$ cat config.mk
export PLATFORM = sky130hd
export DESIGN_NAME = sorted_rating_list_average_unit
export DESIGN_NICKNAME = d
export VERILOG_FILES = /design/src/hdl/srla_pkg.sv /design/src/hdl/srla_cell.sv /design/src/hdl/srla_divider.sv /design/src/hdl/sorted_rating_list_average_unit.sv
export SDC_FILE = /design/constraint.sdc
export NUM_CORES = 1
export LEC_CHECK = 0
export ABC_AREA = 1
export ABC_CLOCK_PERIOD_IN_PS = 5450
export BUFFER_PORTS_ARGS = -buffer_cell sky130_fd_sc_hd__buf_4
export CORE_MARGIN = 8
export CORE_UTILIZATION = 48
export DETAILED_ROUTE_END_ITERATION = 16
export PLACE_DENSITY = 0.69
export SLEW_MARGIN = 20
export SYNTH_ARGS = -nofsm -noshare
export SYNTH_HDL_FRONTEND = slang
export SYNTH_SLANG_ARGS = --single-unit
$ cat constraint.sdc
create_clock -name clk -period 5.45 [get_ports clk]
set_input_delay 1.09 -clock clk [delete_from_list [all_inputs] [get_ports clk]]
set_output_delay 1.09 -clock clk [all_outputs]
set_load 0.005 [all_outputs]
$ cat src/hdl/srla_pkg.sv
// Shared types, codes and default sizes for the sorted rating list average unit.
`default_nettype none

package srla_pkg;

    localparam int CAPACITY_DEF     = 16;
    localparam int RATING_WIDTH_DEF = 8;

    localparam logic [0:0] FUNC_INSERT = 1'b0;
    localparam logic [0:0] FUNC_REMOVE = 1'b1;

    localparam logic [1:0] STATUS_DONE  = 2'd0;
    localparam logic [1:0] STATUS_FULL  = 2'd1;
    localparam logic [1:0] STATUS_EMPTY = 2'd2;

    typedef struct packed {
        logic [0:0] func;
        logic [7:0] rating;
    } srla_req_t;

    typedef struct packed {
        logic [7:0]  removed_rating;
        logic [1:0]  status;
        logic [4:0]  entry_count;
        logic [15:0] mean_q8;
    } srla_result_t;

endpackage

`default_nettype wire

$ cat src/hdl/srla_cell.sv
// One slot of the ordered rating chain, shifting up past smaller new ratings.
`default_nettype none

module srla_cell #(
    parameter int RW  = srla_pkg::RATING_WIDTH_DEF,
    parameter int CW  = 5,
    parameter int IDX = 0
) (
    input  wire logic          clk,
    input  wire logic          ins_en,
    input  wire logic [CW-1:0] count,
    input  wire logic [RW-1:0] rating,
    input  wire logic          below_gt,
    input  wire logic [RW-1:0] below_value,
    output logic               gt,
    output logic [RW-1:0]      value
);

    localparam logic [CW-1:0] POS = CW'(IDX);

    logic [RW-1:0] value_reg;
    logic [RW-1:0] value_next;
    logic          occupied;
    logic          at_top;

    assign occupied = (POS < count);
    assign at_top   = (POS == count);
    assign gt       = occupied && (value_reg > rating);
    assign value    = value_reg;

    // A larger rating below moves up into this slot; otherwise the slot that
    // sits just above all ratings not larger than the new one takes it.
    always_comb
    begin
        value_next = value_reg;
        if (ins_en)
        begin
            if (below_gt)
            begin
                value_next = below_value;
            end
            else if (gt || at_top)
            begin
                value_next = rating;
            end
        end
    end

    always_ff @(posedge clk)
    begin
        value_reg <= value_next;
    end

endmodule

`default_nettype wire

$ cat src/hdl/srla_divider.sv
// Restoring divider producing one quotient bit per cycle.
`default_nettype none

module srla_divider #(
    parameter int CW = 5,
    parameter int QW = 16
) (
    input  wire logic             clk,
    input  wire logic             rst_n,
    input  wire logic             load,
    input  wire logic [CW-1:0]    rem_init,
    input  wire logic [QW-1:0]    dividend_low,
    input  wire logic [CW-1:0]    divisor,
    output logic [QW-1:0]         quotient,
    output logic                  finish
);

    localparam int NW = $clog2(QW + 1);

    logic [CW-1:0] rem_reg;
    logic [CW-1:0] rem_next;
    logic [QW-1:0] work_reg;
    logic [QW-1:0] work_next;
    logic [CW-1:0] div_reg;
    logic [NW-1:0] cnt_reg;
    logic [NW-1:0] cnt_next;
    logic          finish_reg;
    logic          finish_next;
    logic [CW:0]   trial;
    logic [CW:0]   diff;
    logic          fits;

    assign trial = {rem_reg, work_reg[QW-1]};
    assign diff  = trial - {1'b0, div_reg};
    assign fits  = (trial >= {1'b0, div_reg});

    // The remainder stays below the divisor, so the difference fits CW bits.
    always_comb
    begin
        rem_next    = rem_reg;
        work_next   = work_reg;
        cnt_next    = cnt_reg;
        finish_next = 1'b0;
        if (load)
        begin
            rem_next  = rem_init;
            work_next = dividend_low;
            cnt_next  = NW'(QW);
        end
        else if (cnt_reg != '0)
        begin
            rem_next    = fits ? diff[CW-1:0] : trial[CW-1:0];
            work_next   = {work_reg[QW-2:0], fits};
            cnt_next    = cnt_reg - NW'(1);
            finish_next = (cnt_reg == NW'(1));
        end
    end

    always_ff @(posedge clk or negedge rst_n)
    begin
        if (!rst_n)
        begin
            cnt_reg    <= '0;
            finish_reg <= 1'b0;
        end
        else
        begin
            cnt_reg    <= cnt_next;
            finish_reg <= finish_next;
        end
    end

    always_ff @(posedge clk)
    begin
        rem_reg  <= rem_next;
        work_reg <= work_next;
        if (load)
        begin
            div_reg <= divisor;
        end
    end

    assign quotient = work_reg;
    assign finish   = finish_reg;

endmodule

`default_nettype wire

$ cat src/hdl/sorted_rating_list_average_unit.sv
// Top level of the sorted rating list average unit.
// The bit-serial mean divider works through each accepted request; busy stays high
// until the result is ready and is low again in the cycle the result is shown, so
// no new request is taken before the last one is done. The receiver cannot stall
// the result.
// Reset clears the count, the total and the control state; stored ratings are not cleared.
`default_nettype none

module sorted_rating_list_average_unit #(
    parameter int CAPACITY     = srla_pkg::CAPACITY_DEF,
    parameter int RATING_WIDTH = srla_pkg::RATING_WIDTH_DEF
) (
    input  wire logic                  clk,
    input  wire logic                  rst_n,
    input  wire logic                  start,
    output logic                       busy,
    input  wire srla_pkg::srla_req_t   req,
    output logic                       done,
    output srla_pkg::srla_result_t     result
);

    // Count holds 0 to CAPACITY; the total holds CAPACITY ratings at full scale.
    localparam int RW = RATING_WIDTH;
    localparam int CW = $clog2(CAPACITY + 1);
    localparam int IW = $clog2(CAPACITY);
    localparam int TW = RW + CW;
    // The mean never exceeds the largest rating, so RW + 8 quotient bits suffice.
    localparam int QW = RW + 8;

    typedef enum logic [1:0] {
        S_IDLE = 2'b01,
        S_DIV  = 2'b10
    } state_t;

    state_t state_reg;
    state_t state_next;

    logic [CW-1:0] count_reg;
    logic [CW-1:0] count_next;
    logic [TW-1:0] total_reg;
    logic [TW-1:0] total_next;

    logic [7:0]  removed_reg;
    logic [7:0]  removed_next;
    logic [1:0]  status_reg;
    logic [1:0]  status_next;
    logic [4:0]  entry_reg;
    logic [4:0]  entry_next;
    logic        empty_reg;

    srla_pkg::srla_result_t result_reg;
    logic                   done_reg;

    logic          accept;
    logic          ins_en;
    logic [RW-1:0] rating_in;
    logic [RW+7:0] rating_wide;

    logic [RW-1:0] cell_value [CAPACITY];
    logic          cell_gt    [CAPACITY];

    logic [CW-1:0] top_pos;
    logic [IW-1:0] top_idx;
    logic [RW-1:0] top_value;
    logic [RW+7:0] top_wide;
    logic [CW+4:0] count_wide;

    logic [TW+7:0] dividend;
    logic [QW-1:0] quotient;
    logic          div_finish;
    logic [QW+15:0] quot_wide;
    logic [15:0]   mean_val;

    assign accept = start && (state_reg == S_IDLE);
    assign busy   = (state_reg != S_IDLE);

    // The incoming rating keeps only its low RATING_WIDTH bits.
    assign rating_wide = {{RW{1'b0}}, req.rating};
    assign rating_in   = rating_wide[RW-1:0];

    // The largest held rating sits in the slot just below the count.
    assign top_pos   = count_reg - CW'(1);
    assign top_idx   = top_pos[IW-1:0];
    assign top_value = cell_value[top_idx];
    assign top_wide  = {8'b0, top_value};

    // Decide the request against the current count and total.
    always_comb
    begin
        ins_en       = 1'b0;
        count_next   = count_reg;
        total_next   = total_reg;
        removed_next = 8'b0;
        status_next  = srla_pkg::STATUS_DONE;
        if (req.func == srla_pkg::FUNC_INSERT)
        begin
            if (count_reg >= CW'(CAPACITY))
            begin
                status_next = srla_pkg::STATUS_FULL;
            end
            else
            begin
                ins_en     = accept;
                count_next = count_reg + CW'(1);
                total_next = total_reg + {{CW{1'b0}}, rating_in};
            end
        end
        else
        begin
            if (count_reg == '0)
            begin
                status_next = srla_pkg::STATUS_EMPTY;
            end
            else
            begin
                count_next   = top_pos;
                total_next   = total_reg - {{CW{1'b0}}, top_value};
                removed_next = top_wide[7:0];
            end
        end
    end

    assign count_wide = {5'b0, count_next};
    assign entry_next = count_wide[4:0];

    // The chain of slots, each looking only at its lower neighbor.
    genvar gi;
    generate
        for (gi = 0; gi < CAPACITY; gi++)
        begin : g_cell
            logic          below_gt;
            logic [RW-1:0] below_value;
            if (gi == 0)
            begin : g_first
                assign below_gt    = 1'b0;
                assign below_value = '0;
            end
            else
            begin : g_rest
                assign below_gt    = cell_gt[gi-1];
                assign below_value = cell_value[gi-1];
            end
            srla_cell #(
                .RW  (RW),
                .CW  (CW),
                .IDX (gi)
            ) u_cell (
                .clk         (clk),
                .ins_en      (ins_en),
                .count       (count_reg),
                .rating      (rating_in),
                .below_gt    (below_gt),
                .below_value (below_value),
                .gt          (cell_gt[gi]),
                .value       (cell_value[gi])
            );
        end
    endgenerate

    // Mean is total * 256 / count. The top CW dividend bits are already below
    // the count, so they seed the remainder and only QW bits are iterated.
    assign dividend = {total_next, 8'b0};

    srla_divider #(
        .CW (CW),
        .QW (QW)
    ) u_divider (
        .clk          (clk),
        .rst_n        (rst_n),
        .load         (accept),
        .rem_init     (dividend[TW+7:QW]),
        .dividend_low (dividend[QW-1:0]),
        .divisor      (count_next),
        .quotient     (quotient),
        .finish       (div_finish)
    );

    // Wide ratings can push the mean past 16 bits; it saturates there.
    assign quot_wide = {16'b0, quotient};
    assign mean_val  = empty_reg ? 16'b0 :
                       ((quot_wide[QW+15:16] != '0) ? 16'hFFFF : quot_wide[15:0]);

    always_comb
    begin
        state_next = state_reg;
        unique case (state_reg)
            S_IDLE:
            begin
                if (accept)
                begin
                    state_next = S_DIV;
                end
            end
            S_DIV:
            begin
                if (div_finish)
                begin
                    state_next = S_IDLE;
                end
            end
            default:
            begin
                state_next = S_IDLE;
            end
        endcase
    end

    always_ff @(posedge clk or negedge rst_n)
    begin
        if (!rst_n)
        begin
            state_reg <= S_IDLE;
            count_reg <= '0;
            total_reg <= '0;
            done_reg  <= 1'b0;
        end
        else
        begin
            state_reg <= state_next;
            done_reg  <= (state_reg == S_DIV) && div_finish;
            if (accept)
            begin
                count_reg <= count_next;
                total_reg <= total_next;
            end
        end
    end

    // Per-request fields wait here while the divider works.
    always_ff @(posedge clk)
    begin
        if (accept)
        begin
            removed_reg <= removed_next;
            status_reg  <= status_next;
            entry_reg   <= entry_next;
            empty_reg   <= (count_next == '0);
        end
        if ((state_reg == S_DIV) && div_finish)
        begin
            result_reg.removed_rating <= removed_reg;
            result_reg.status         <= status_reg;
            result_reg.entry_count    <= entry_reg;
            result_reg.mean_q8        <= mean_val;
        end
    end

    assign done   = done_reg;
    assign result = result_reg;

endmodule

`default_nettype wire
== Word level (Yosys, flattened, before mapping) ==
Index checks and enable logic that the tools add are counted.

* Shifts and indexed selects: 0
* Muxes and demuxes: 56
* Magnitude comparators: 35
* $add $sub $neg: 6
* Bitwise gates (word level): 2
* Multipliers: 0
* Divide/modulo/power cells: 0
* Equal/unequal tests: 21
* Reductions and logical operators: 71

{| class="wikitable"
|+ Operators by type and width
! operator !! number
|-
| 8-bit two-way mux || 32
|-
| 8-bit > comparator || 16
|-
| 4-bit by 5-bit == test with 1-bit output (first input constant) || 8
|-
| 4-bit by 5-bit < comparator with 1-bit output (first input constant) || 8
|-
| 5-bit two-way mux || 8
|-
| 13-bit two-way mux || 3
|-
| 2-bit AND reduction || 17
|-
| 8-bit binary-select mux with 4-bit select || 1
|-
| 16-bit two-way mux || 2
|-
| 2-bit nonzero test || 16
|-
| 3-bit by 5-bit == test with 1-bit output (first input constant) || 4
|-
| 3-bit by 5-bit < comparator with 1-bit output (first input constant) || 4
|-
| 1-bit logical AND || 18
|-
| 1-bit logical OR || 16
|-
| 13-bit by 8-bit adder with 13-bit output || 1
|-
| 13-bit by 8-bit subtractor with 13-bit output || 1
|-
| 2-bit by 5-bit == test with 1-bit output (first input constant) || 2
|-
| 5-bit >= comparator (second input constant) || 2
|-
| 5-bit zero test || 2
|-
| 1-bit by 5-bit < comparator with 1-bit output (first input constant) || 2
|-
| 2-bit by 5-bit < comparator with 1-bit output (first input constant) || 2
|-
| 5-bit by 1-bit subtractor with 5-bit output (second input constant) || 2
|-
| 2-bit two-way mux || 4
|-
| 6-bit by 5-bit >= comparator with 1-bit output || 1
|-
| other kinds (14) || 19
|}

* Input bits: 12
* Memories kept: 0
* Output and inout bits: 33
* Register bits: 223
* Bits in read-only memories: 0
* Bits in latches: 0
* Memory bits (writable): 0
* Logic and storage cells: 224

== Depth between registers and ports, before layout ==
Gate-level depths: netlist (run 1).

* Word-level depth: 9
* Mapped depth: 28

== Cells and area by module ==
From an unflattened synthesis (run 1), not the netlist that was laid out.

* Cell total of the unflattened synthesis: 2010
* Area, all modules: 16025.4 um^2

{| class="wikitable"
|+ Modules (own cells, without submodules)
! module !! cells each !! times used !! sequential area each (um^2) !! area each (um^2)
|-
| sorted_rating_list_average_unit || 647 || 1 || 1938.1 || 4827.1
|-
| srla_divider || 173 || 1 || 930.9 || 1661.6
|-
| srla_cell at g_cell[13].u_cell ... || 78 || 2 || 240.2 || 605.6
|-
| srla_cell at g_cell[12].u_cell ... || 73 || 2 || 240.2 || 596.8
|-
| srla_cell at g_cell[11].u_cell ... || 71 || 2 || 240.2 || 586.8
|-
| srla_cell at g_cell[10].u_cell || 79 || 1 || 240.2 || 606.8
|-
| srla_cell at g_cell[4].u_cell || 78 || 1 || 240.2 || 604.3
|-
| srla_cell at g_cell[8].u_cell || 75 || 1 || 240.2 || 604.3
|-
| srla_cell at g_cell[6].u_cell || 78 || 1 || 240.2 || 603.1
|-
| srla_cell at g_cell[0].u_cell || 76 || 1 || 240.2 || 595.6
|-
| srla_cell at g_cell[2].u_cell || 73 || 1 || 240.2 || 595.6
|-
| srla_cell at g_cell[1].u_cell || 75 || 1 || 240.2 || 590.6
|-
| srla_cell at g_cell[3].u_cell || 73 || 1 || 240.2 || 590.6
|-
| srla_cell at g_cell[7].u_cell || 70 || 1 || 240.2 || 586.8
|-
| srla_cell at g_cell[15].u_cell || 69 || 1 || 240.2 || 580.6
|}

== Least setup slack after synthesis (run 1) ==
Ideal clock, no wire load.

* Path type: register -> register
* From: register count_reg[0]
* To: register u_divider.rem_reg[4], data pin
* Cell stages (with the launch flop): 26
* Path slack: 1.573 ns
* Setup time: 0.257 ns
* Clock period less this slack: 3.877 ns
* Data arrival time: 3.621 ns
* Data required time: 5.193 ns
* Path through: dfrtp_1 > buf_6 > inv_4 > buf_4 > clkbuf_1 > ha_1 > buf_4 > buf_2 > buf_1 > o21ai_0 > o221ai_1 > o311ai_0 > nand2_1 > inv_1 > ha_1 > fa_1 > inv_1 > nand3_1 > nand2_2 > nand3_2 > nand2_2 > nand2_2 > nand3_1 > nand3_1 > nand3_1 > nand2_1

* Word-level cells in the longest chain between the ends: 9
* Elaborated cells between the ends (all ways): 12

{| class="wikitable"
|+ Ends and longest elaborated chain
! what !! line !! source
|-
| start, declared || sorted_rating_list_average_unit.sv:38 || <nowiki>logic [CW-1:0] count_reg;</nowiki>
|-
| start signal, assigned || sorted_rating_list_average_unit.sv:223 || <nowiki>count_reg <= count_next;</nowiki>
|-
| 5-bit by 1-bit subtractor with 5-bit output || sorted_rating_list_average_unit.sv:82 || <nowiki>assign top_pos = count_reg - CW'(1);</nowiki>
|-
| 4-bit inverter with 5-bit output (not written as such) || sorted_rating_list_average_unit.sv:84 || <nowiki>assign top_value = cell_value[top_idx];</nowiki>
|-
| 8-bit binary-select mux with 4-bit select || sorted_rating_list_average_unit.sv:84 ||
|-
| 8-bit two-way mux (not written as such) (2 in a row) || sorted_rating_list_average_unit.sv:84 ||
|-
| net top_value[0] || sorted_rating_list_average_unit.sv:64 || <nowiki>logic [RW-1:0] top_value;</nowiki>
|-
| 13-bit by 8-bit subtractor with 13-bit output || sorted_rating_list_average_unit.sv:117 || <nowiki>total_next = total_reg - {{CW{1'b0}}, top_value};</nowiki>
|-
| 13-bit two-way mux || sorted_rating_list_average_unit.sv:110 || <nowiki>if (count_reg == '0)</nowiki>
|-
| 13-bit two-way mux || sorted_rating_list_average_unit.sv:95 || <nowiki>if (req.func == srla_pkg::FUNC_INSERT)</nowiki>
|-
| 5-bit two-way mux || srla_divider.sv:44 || <nowiki>if (load)</nowiki>
|-
| net u_divider.rem_next[4] || srla_divider.sv:21 || <nowiki>logic [CW-1:0] rem_next;</nowiki>
|-
| end signal, assigned || srla_divider.sv:75 || <nowiki>rem_reg <= rem_next;</nowiki>
|-
| end, declared || srla_divider.sv:20 || <nowiki>logic [CW-1:0] rem_reg;</nowiki>
|}

The timed path passes the listed nets, and every way through them passes these cells. The select of a mux whose other input is x is not followed.
A chain may end at the register's enable or synchronous reset.

== Worst setup path in the final report (run 1) ==
* From: register count_reg[1]
* To: register u_divider.work_reg[12] (netlist: u_divider.quotient[12]), data pin

* Word-level cells in the longest chain between the ends: 9
* Elaborated cells between the ends (all ways): 12

{| class="wikitable"
|+ Ends and longest elaborated chain
! what !! line !! source
|-
| 5-bit by 1-bit subtractor with 5-bit output || sorted_rating_list_average_unit.sv:82 ||
|-
| 4-bit inverter with 5-bit output (not written as such) || sorted_rating_list_average_unit.sv:84 ||
|-
| 8-bit binary-select mux with 4-bit select || sorted_rating_list_average_unit.sv:84 ||
|-
| 8-bit two-way mux (not written as such) (2 in a row) || sorted_rating_list_average_unit.sv:84 ||
|-
| net top_value[0] || sorted_rating_list_average_unit.sv:64 ||
|-
| 13-bit by 8-bit subtractor with 13-bit output || sorted_rating_list_average_unit.sv:117 ||
|-
| 13-bit two-way mux || sorted_rating_list_average_unit.sv:110 ||
|-
| 13-bit two-way mux || sorted_rating_list_average_unit.sv:95 ||
|-
| 16-bit two-way mux || srla_divider.sv:44 ||
|-
| net u_divider.work_next[12] || srla_divider.sv:23 || <nowiki>logic [QW-1:0] work_next;</nowiki>
|-
| end signal, assigned || srla_divider.sv:76 || <nowiki>work_reg <= work_next;</nowiki>
|-
| end, declared || srla_divider.sv:22 || <nowiki>logic [QW-1:0] work_reg;</nowiki>
|}

The timed path passes the listed nets, and every way through them passes these cells. The select of a mux whose other input is x is not followed.

==> results of run 1 <==
==> worst paths after layout <==
| kind | start | end | slack [ns] | cells after the start |
|---|---|---|---|---|
| worst max register to register | count_reg[1] | u_divider.quotient[12] | 1.21 | 18 |
| max in group asynchronous | rst_n | state_reg[0] | 4.67 | 1 |
| worst min-delay path | removed_reg[7] | result[30] | 0.42 | 0 |
| worst max-delay path | count_reg[1] | u_divider.quotient[12] | 1.21 | 18 |
| min in group asynchronous | rst_n | done | 0.47 | 1 |
| worst min register to register | removed_reg[7] | result[30] | 0.42 | 0 |
==> where the power goes <==
group | internal, mW | total, mW | leakage (nW) | switching (mW)
clock network | 0.929 | 1.62 | 0.378 | 0.689
registers | 2.35 | 2.59 | 2.14 | 0.248
logic | 1.35 | 4.27 | 4.46 | 2.92
==> cells by family after synthesis <==
logic type | Yosys count | synth area share
xor gates and xnor gates | 10 | 0.00606
and+or+nand+nor | 586 | 0.176
muxes | 3 | 0.00208
DFF | 223 | 0.449
AOI/OAI and AO/OA | 399 | 0.156
buffers and inverters | 262 | 0.0736
adders and majority gates | 157 | 0.138
==> cells in the final DEF, fill, tap and decap left out, types with 4 or more instances in the layout <==
| master | instances |
|---|---|
| nand2_1 | 341 |
| o21ai_0 | 217 |
| inv_1 | 188 |
| edfxtp_1 | 188 |
| ha_1 | 154 |
| nand3_1 | 94 |
| a21oi_1 | 92 |
| nor2_1 | 87 |
| buf_4 | 65 |
| clkbuf_16 | 26 |
| dfrtp_1 | 25 |
| o211ai_1 | 18 |
| nand2_2 | 14 |
| nor3_1 | 13 |
| o22ai_1 | 12 |
| o221ai_1 | 11 |
| nand3_2 | 10 |
| clkbuf_1 | 9 |
| inv_2 | 8 |
| xor2_1 | 8 |
| o21a_1 | 8 |
| dfxtp_1 | 8 |
| o21bai_1 | 7 |
| nand4_1 | 7 |
| clkinv_1 | 5 |
| a221oi_1 | 5 |
| inv_4 | 4 |
| nand2_4 | 4 |
| o311ai_0 | 4 |
| a211oi_1 | 4 |
| nor2_2 | 4 |
| a31oi_1 | 4 |
| o31ai_1 | 4 |
==> area by class of cell <==
cell class / count / area (sq um) / share of cell area
Multi-Input combinational cell: 1155 / 6910 / 0.434
Sequential cell: 223 / 6480 / 0.408
Inverter: 200 / 758 / 0.0477
Clock buffer: 35 / 684 / 0.0430
Timing Repair Buffer: 65 / 488 / 0.0307
Tap cell: 390 / 488 / 0.0307
Clock inverter: 10 / 93.8 / 0.00590
==> layer usage <==
| layer | part of all wire | GRT usage |
|---|---|---|
| met3 | 0.087 | 0.0324 |
| met4 | 0.035 | 0.0752 |
| met5 | 0 | 0 |
| met2 | 0.46 | 0.352 |
| met1 | 0.42 | 0.298 |
==> impl_metrics.toml, run 1 <==
[status]
outcome = "finished, final reports clean"

[worst_setup_path]
end_kind = "flip-flop"
path_max_fanout = 30
path_common_cell = "inv_1"
worst_ep_arrival_time_ns = 4.49
cp.required_ns = 5.70
crit_chain = "inv_1, ha_1, inv_2, o21ai_0, a21oi_1, o311ai_0, nand2_1, inv_1, ha_1, fa_1, inv_1, nand3_1, nand2_2, nand2_1, xnor2_1, nor2_1, o21ai_1, o21ai_0"
crit_family = "compound AO/OA/AOI/OAI gates"
cp_slowest_stage_delay_ns = 0.59
worstSetupStartpointType = "flip-flop"
cp_slowest_cell = "dfrtp_1"
path_buf_inv = 4
path_class = "reg2reg"

[die]
die-area_sq_um = 35900
pin_count = 45
placeableCoreArea_sq_um = 29600
start_util = 0.488
fp.dieH_um = 190
die_w_um = 190
rows = 63

[layout]
area_growth_pct = 10.1
fin_area_sq_um = 15900
largest_register_ffs = 128
utilization = 0.537
layout.nets = 1839
fillers = 2702
num_antenna_cells = 0
fin_cells = 2078
drive_above_1_share = 0.0895

[synth]
synth_common_cells = "nand2_1, o21ai_0, edfxtp_1, inv_1, ha_1"
async_flop_share = 0.121
synth_top_area_share = 0.391
yosysSeqAreaShare = 0.449
synth-edff-count = 188
synth_seq_cells = 223
synth_area_leaders = "edfxtp_1, ha_1, nand2_1, o21ai_0, inv_1"
yosysWarnings = 0
synth_top_area_cell = "edfxtp_1"
synth.most_common_cell = "nand2_1"
ys_types = 57
syn_nets = 1809
netlist_instances = 1640
syn_area_sq_um = 14400
syn_area_per_cell_sq_um = 8.81
synth_ff_type = "edfxtp_1"

[clocking]
htree_num_levels = 1
ctsLongestPathBuffers = 3
clk_pin_slew_ns = 0.07
cts_root_buffer = "clkbuf_16"
cts_tree = "done"
cts_hold_buf = 0
insertion_delay_ns = 0.55
cts_sinks = 223
numCtsBuffers = 25
post_cts_resize_count = 0
post_cts_buffers = 0

[routing]
vias_per_cell = 5.77
postRouteAntennaNets = 0
drt_first_pass_iters = 6
vias = 12000
first_iter_violations = 1234
wl_mm = 39.8
wl_per_cell_um = 19.2
drc = 0

[grt]
grt_pass1_vias = 11400
grt_first_pass_wirelength_mm = 62.6
antenna_found_initial = 0
overflow = 0
grt_max_degree = 82
globalRouteTotalUtil = 0.219

[timing]
period_needed_ns = 4.24
fin_ws_ns = 1.21
final_max_slew_viol_count = 0
skew_ns = 0.0246
timing.fmax_ghz = 0.236
rsz0062_at_grt = "no"
fin_tns_setup_ns = 0
slew_headroom = 0.262
fin_hold_ws_ns = 0.418
worst_pin_slew_ns = 1.11
finalCritPeriodShare = 0.777
hold_violations = 0
setup_violations = 0

[job]
drv_cap = 0

[placed_design]
dp_cells = 2033
dpl.hpwl_mm = 28.4
portBuffers = 44
placed_area_sq_um = 15100
place_congestion = 0.940
pre_cts_slack_ns = 1.34

[hold_path]
holdCritPathClass = "reg2reg"

[power]
leakage_nw = 6.98
power_density_nw_per_um2 = 534
power_mw = 8.49
ir_drop_mv = 0.387
(Power assumes the default switching activity.)
==> run 2: changes to the inputs <==
Settings changed: ABC_CLOCK_PERIOD_IN_PS 5450 to 3650, PLACE_DENSITY 0.69 to 0.72.
Clock period 5.45 ns to 3.65 ns, I/O delays scaled along.
==> run 2 against run 1 <==
  * Non-clock buffer count increased by 25
  * Critical path type unchanged
  * Sequential share of layout area is 1.1 points lower
  * Critical path depth decreased by 1
  * Sequential power increased by 49%
  * Die area unchanged
  * Combinational power rose by 56%
  * Total power up 58%
  * Sequential cell count is the same
==> impl_metrics.toml, run 2 (same netlist as run 1, synthesis figures left out) <==
[job]
drv_cap = 0

[die]
start_util = 0.488
pin_count = 45
die_w_um = 190
placeableCoreArea_sq_um = 29600
die-area_sq_um = 35900
rows = 63
fp.dieH_um = 190

[timing]
timing.fmax_ghz = 0.293
period_needed_ns = 3.41
skew_ns = 0.0212
final_max_slew_viol_count = 0
fin_ws_ns = 0.241
finalCritPeriodShare = 0.934
hold_violations = 0
fin_tns_setup_ns = 0
worst_pin_slew_ns = 0.690
setup_violations = 0
fin_hold_ws_ns = 0.127
slew_headroom = 0.539
rsz0062_at_grt = "no"

[power]
p_int_mw = 7.47
p_sw_frac = 0.441
p_seq_frac = 0.288
power_density_nw_per_um2 = 818
pwr-share-clk = 0.215
ir_drop_mv = 0.497
p_comb_frac = 0.497
power.switching_mw = 5.90
leakage_nw = 7.21

[worst_setup_path]
path_max_fanout = 12
ff2ff_path_depth = 17
worstSetupStartpointType = "flip-flop"
worst_ep_arrival_time_ns = 3.68
path_class = "reg2reg"
end_kind = "flip-flop"
cp.required_ns = 3.92

[status]
outcome = "finished, final reports clean"

[clocking]
ctsLongestPathBuffers = 3
cts_sinks = 223
post_cts_resize_count = 0
clk_pin_slew_ns = 0.07
cts_root_buffer = "clkbuf_16"
htree_num_levels = 1
numCtsBuffers = 26
insertion_delay_ns = 0.55
post_cts_buffers = 0
cts_hold_buf = 0
cts_tree = "done"

[routing]
drt_first_pass_iters = 5
postRouteAntennaNets = 0
wl_per_cell_um = 19.0
vias = 12100
vias_per_cell = 5.75
wl_mm = 40.0
drc = 0
first_iter_violations = 1304

[grt]
antenna_found_initial = 0
grt_first_pass_wirelength_mm = 63.2
overflow = 0
globalRouteTotalUtil = 0.219
grt_pass1_vias = 11800
grt_max_degree = 82

[layout]
drive_above_1_share = 0.111
final_cell_mix = "nand2_1, o21ai_0, inv_1, edfxtp_1, ha_1"
final_common_cell = "nand2_1"
layout.nets = 1865
largest_register_ffs = 128
area_growth_pct = 13.1
fin_area_sq_um = 16300
num_antenna_cells = 0

[placed_design]
placed_area_sq_um = 15400
portBuffers = 44
place_congestion = 0.944
pre_cts_slack_ns = 0.324
dpl.hpwl_mm = 29.1

[hold_path]
holdCritPathClass = "in2async"
## run 2: worst max-delay path: stages, from the launching register on
cell and delay [ns]:
dfrtp_2 0.42, inv_4 0.05, ha_1 0.35, inv_2 0.22, buf_4 0.23, a21oi_1 0.05
o21ai_0 0.12, nand3_1 0.18, nand3_1 0.17, nand2_1 0.11, inv_1 0.09, ha_1 0.22
a21oi_1 0.29, a21oi_4 0.12, xor2_1 0.16, nor2_1 0.05, o21ai_0 0.19, o21ai_0 0.11
## run 2: through the flow
stage	util	cells	total power, mW
floorplan	-	1640	8.63
global placement	0.519	2058	10.2
detailed placement	0.519	2058	10.4
CTS	0.551	2106	13.3
global route	0.551	2106	14.3
finish	0.551	2106	13.4
## run 2: layout make-up
class / instances / area (sq um)
fillers: 2608 / 13300
multi-input cells: 1155 / 6910
repair buffers: 90 / 751
clock buffers: 29 / 693
inverters: 200 / 758
flip-flops and latches: 223 / 6480
clock inverters: 19 / 256
well taps: 390 / 488
## run 2: power by group through the flow
stage	registers, mW	clock network (mW)	logic (mW)
global placement	3.88	0	6.30
detailed placement	3.89	0	6.48
CTS	3.84	2.89	6.54
floorplan	3.73	0	4.90
global route	3.89	2.97	7.42
finish	3.85	2.88	6.64
## run 2: worst paths after layout
kind | to | slack (ns) | startpoint
max in group asynchronous | state_reg[0] | 3.18 | rst_n
hold / removal | done | 0.13 | rst_n
setup / recovery | u_divider.quotient[11] | 0.24 | count_reg[0]
hold reg to reg | result[26] | 0.41 | removed_reg[3]
min in group clk | g_cell[0].u_cell.value[2] | 0.41 | req[2]
setup reg to reg | u_divider.quotient[11] | 0.24 | count_reg[0]
## run 2: layer usage
layer / vias up / share of wire / GRT usage
li1: 5812 / - / -
met1: 5656 / 0.42 / 0.292
met2: 535 / 0.46 / 0.355
met3: 106 / 0.084 / 0.0326
met4: 0 / 0.039 / 0.0851
met5: - / 0 / 0
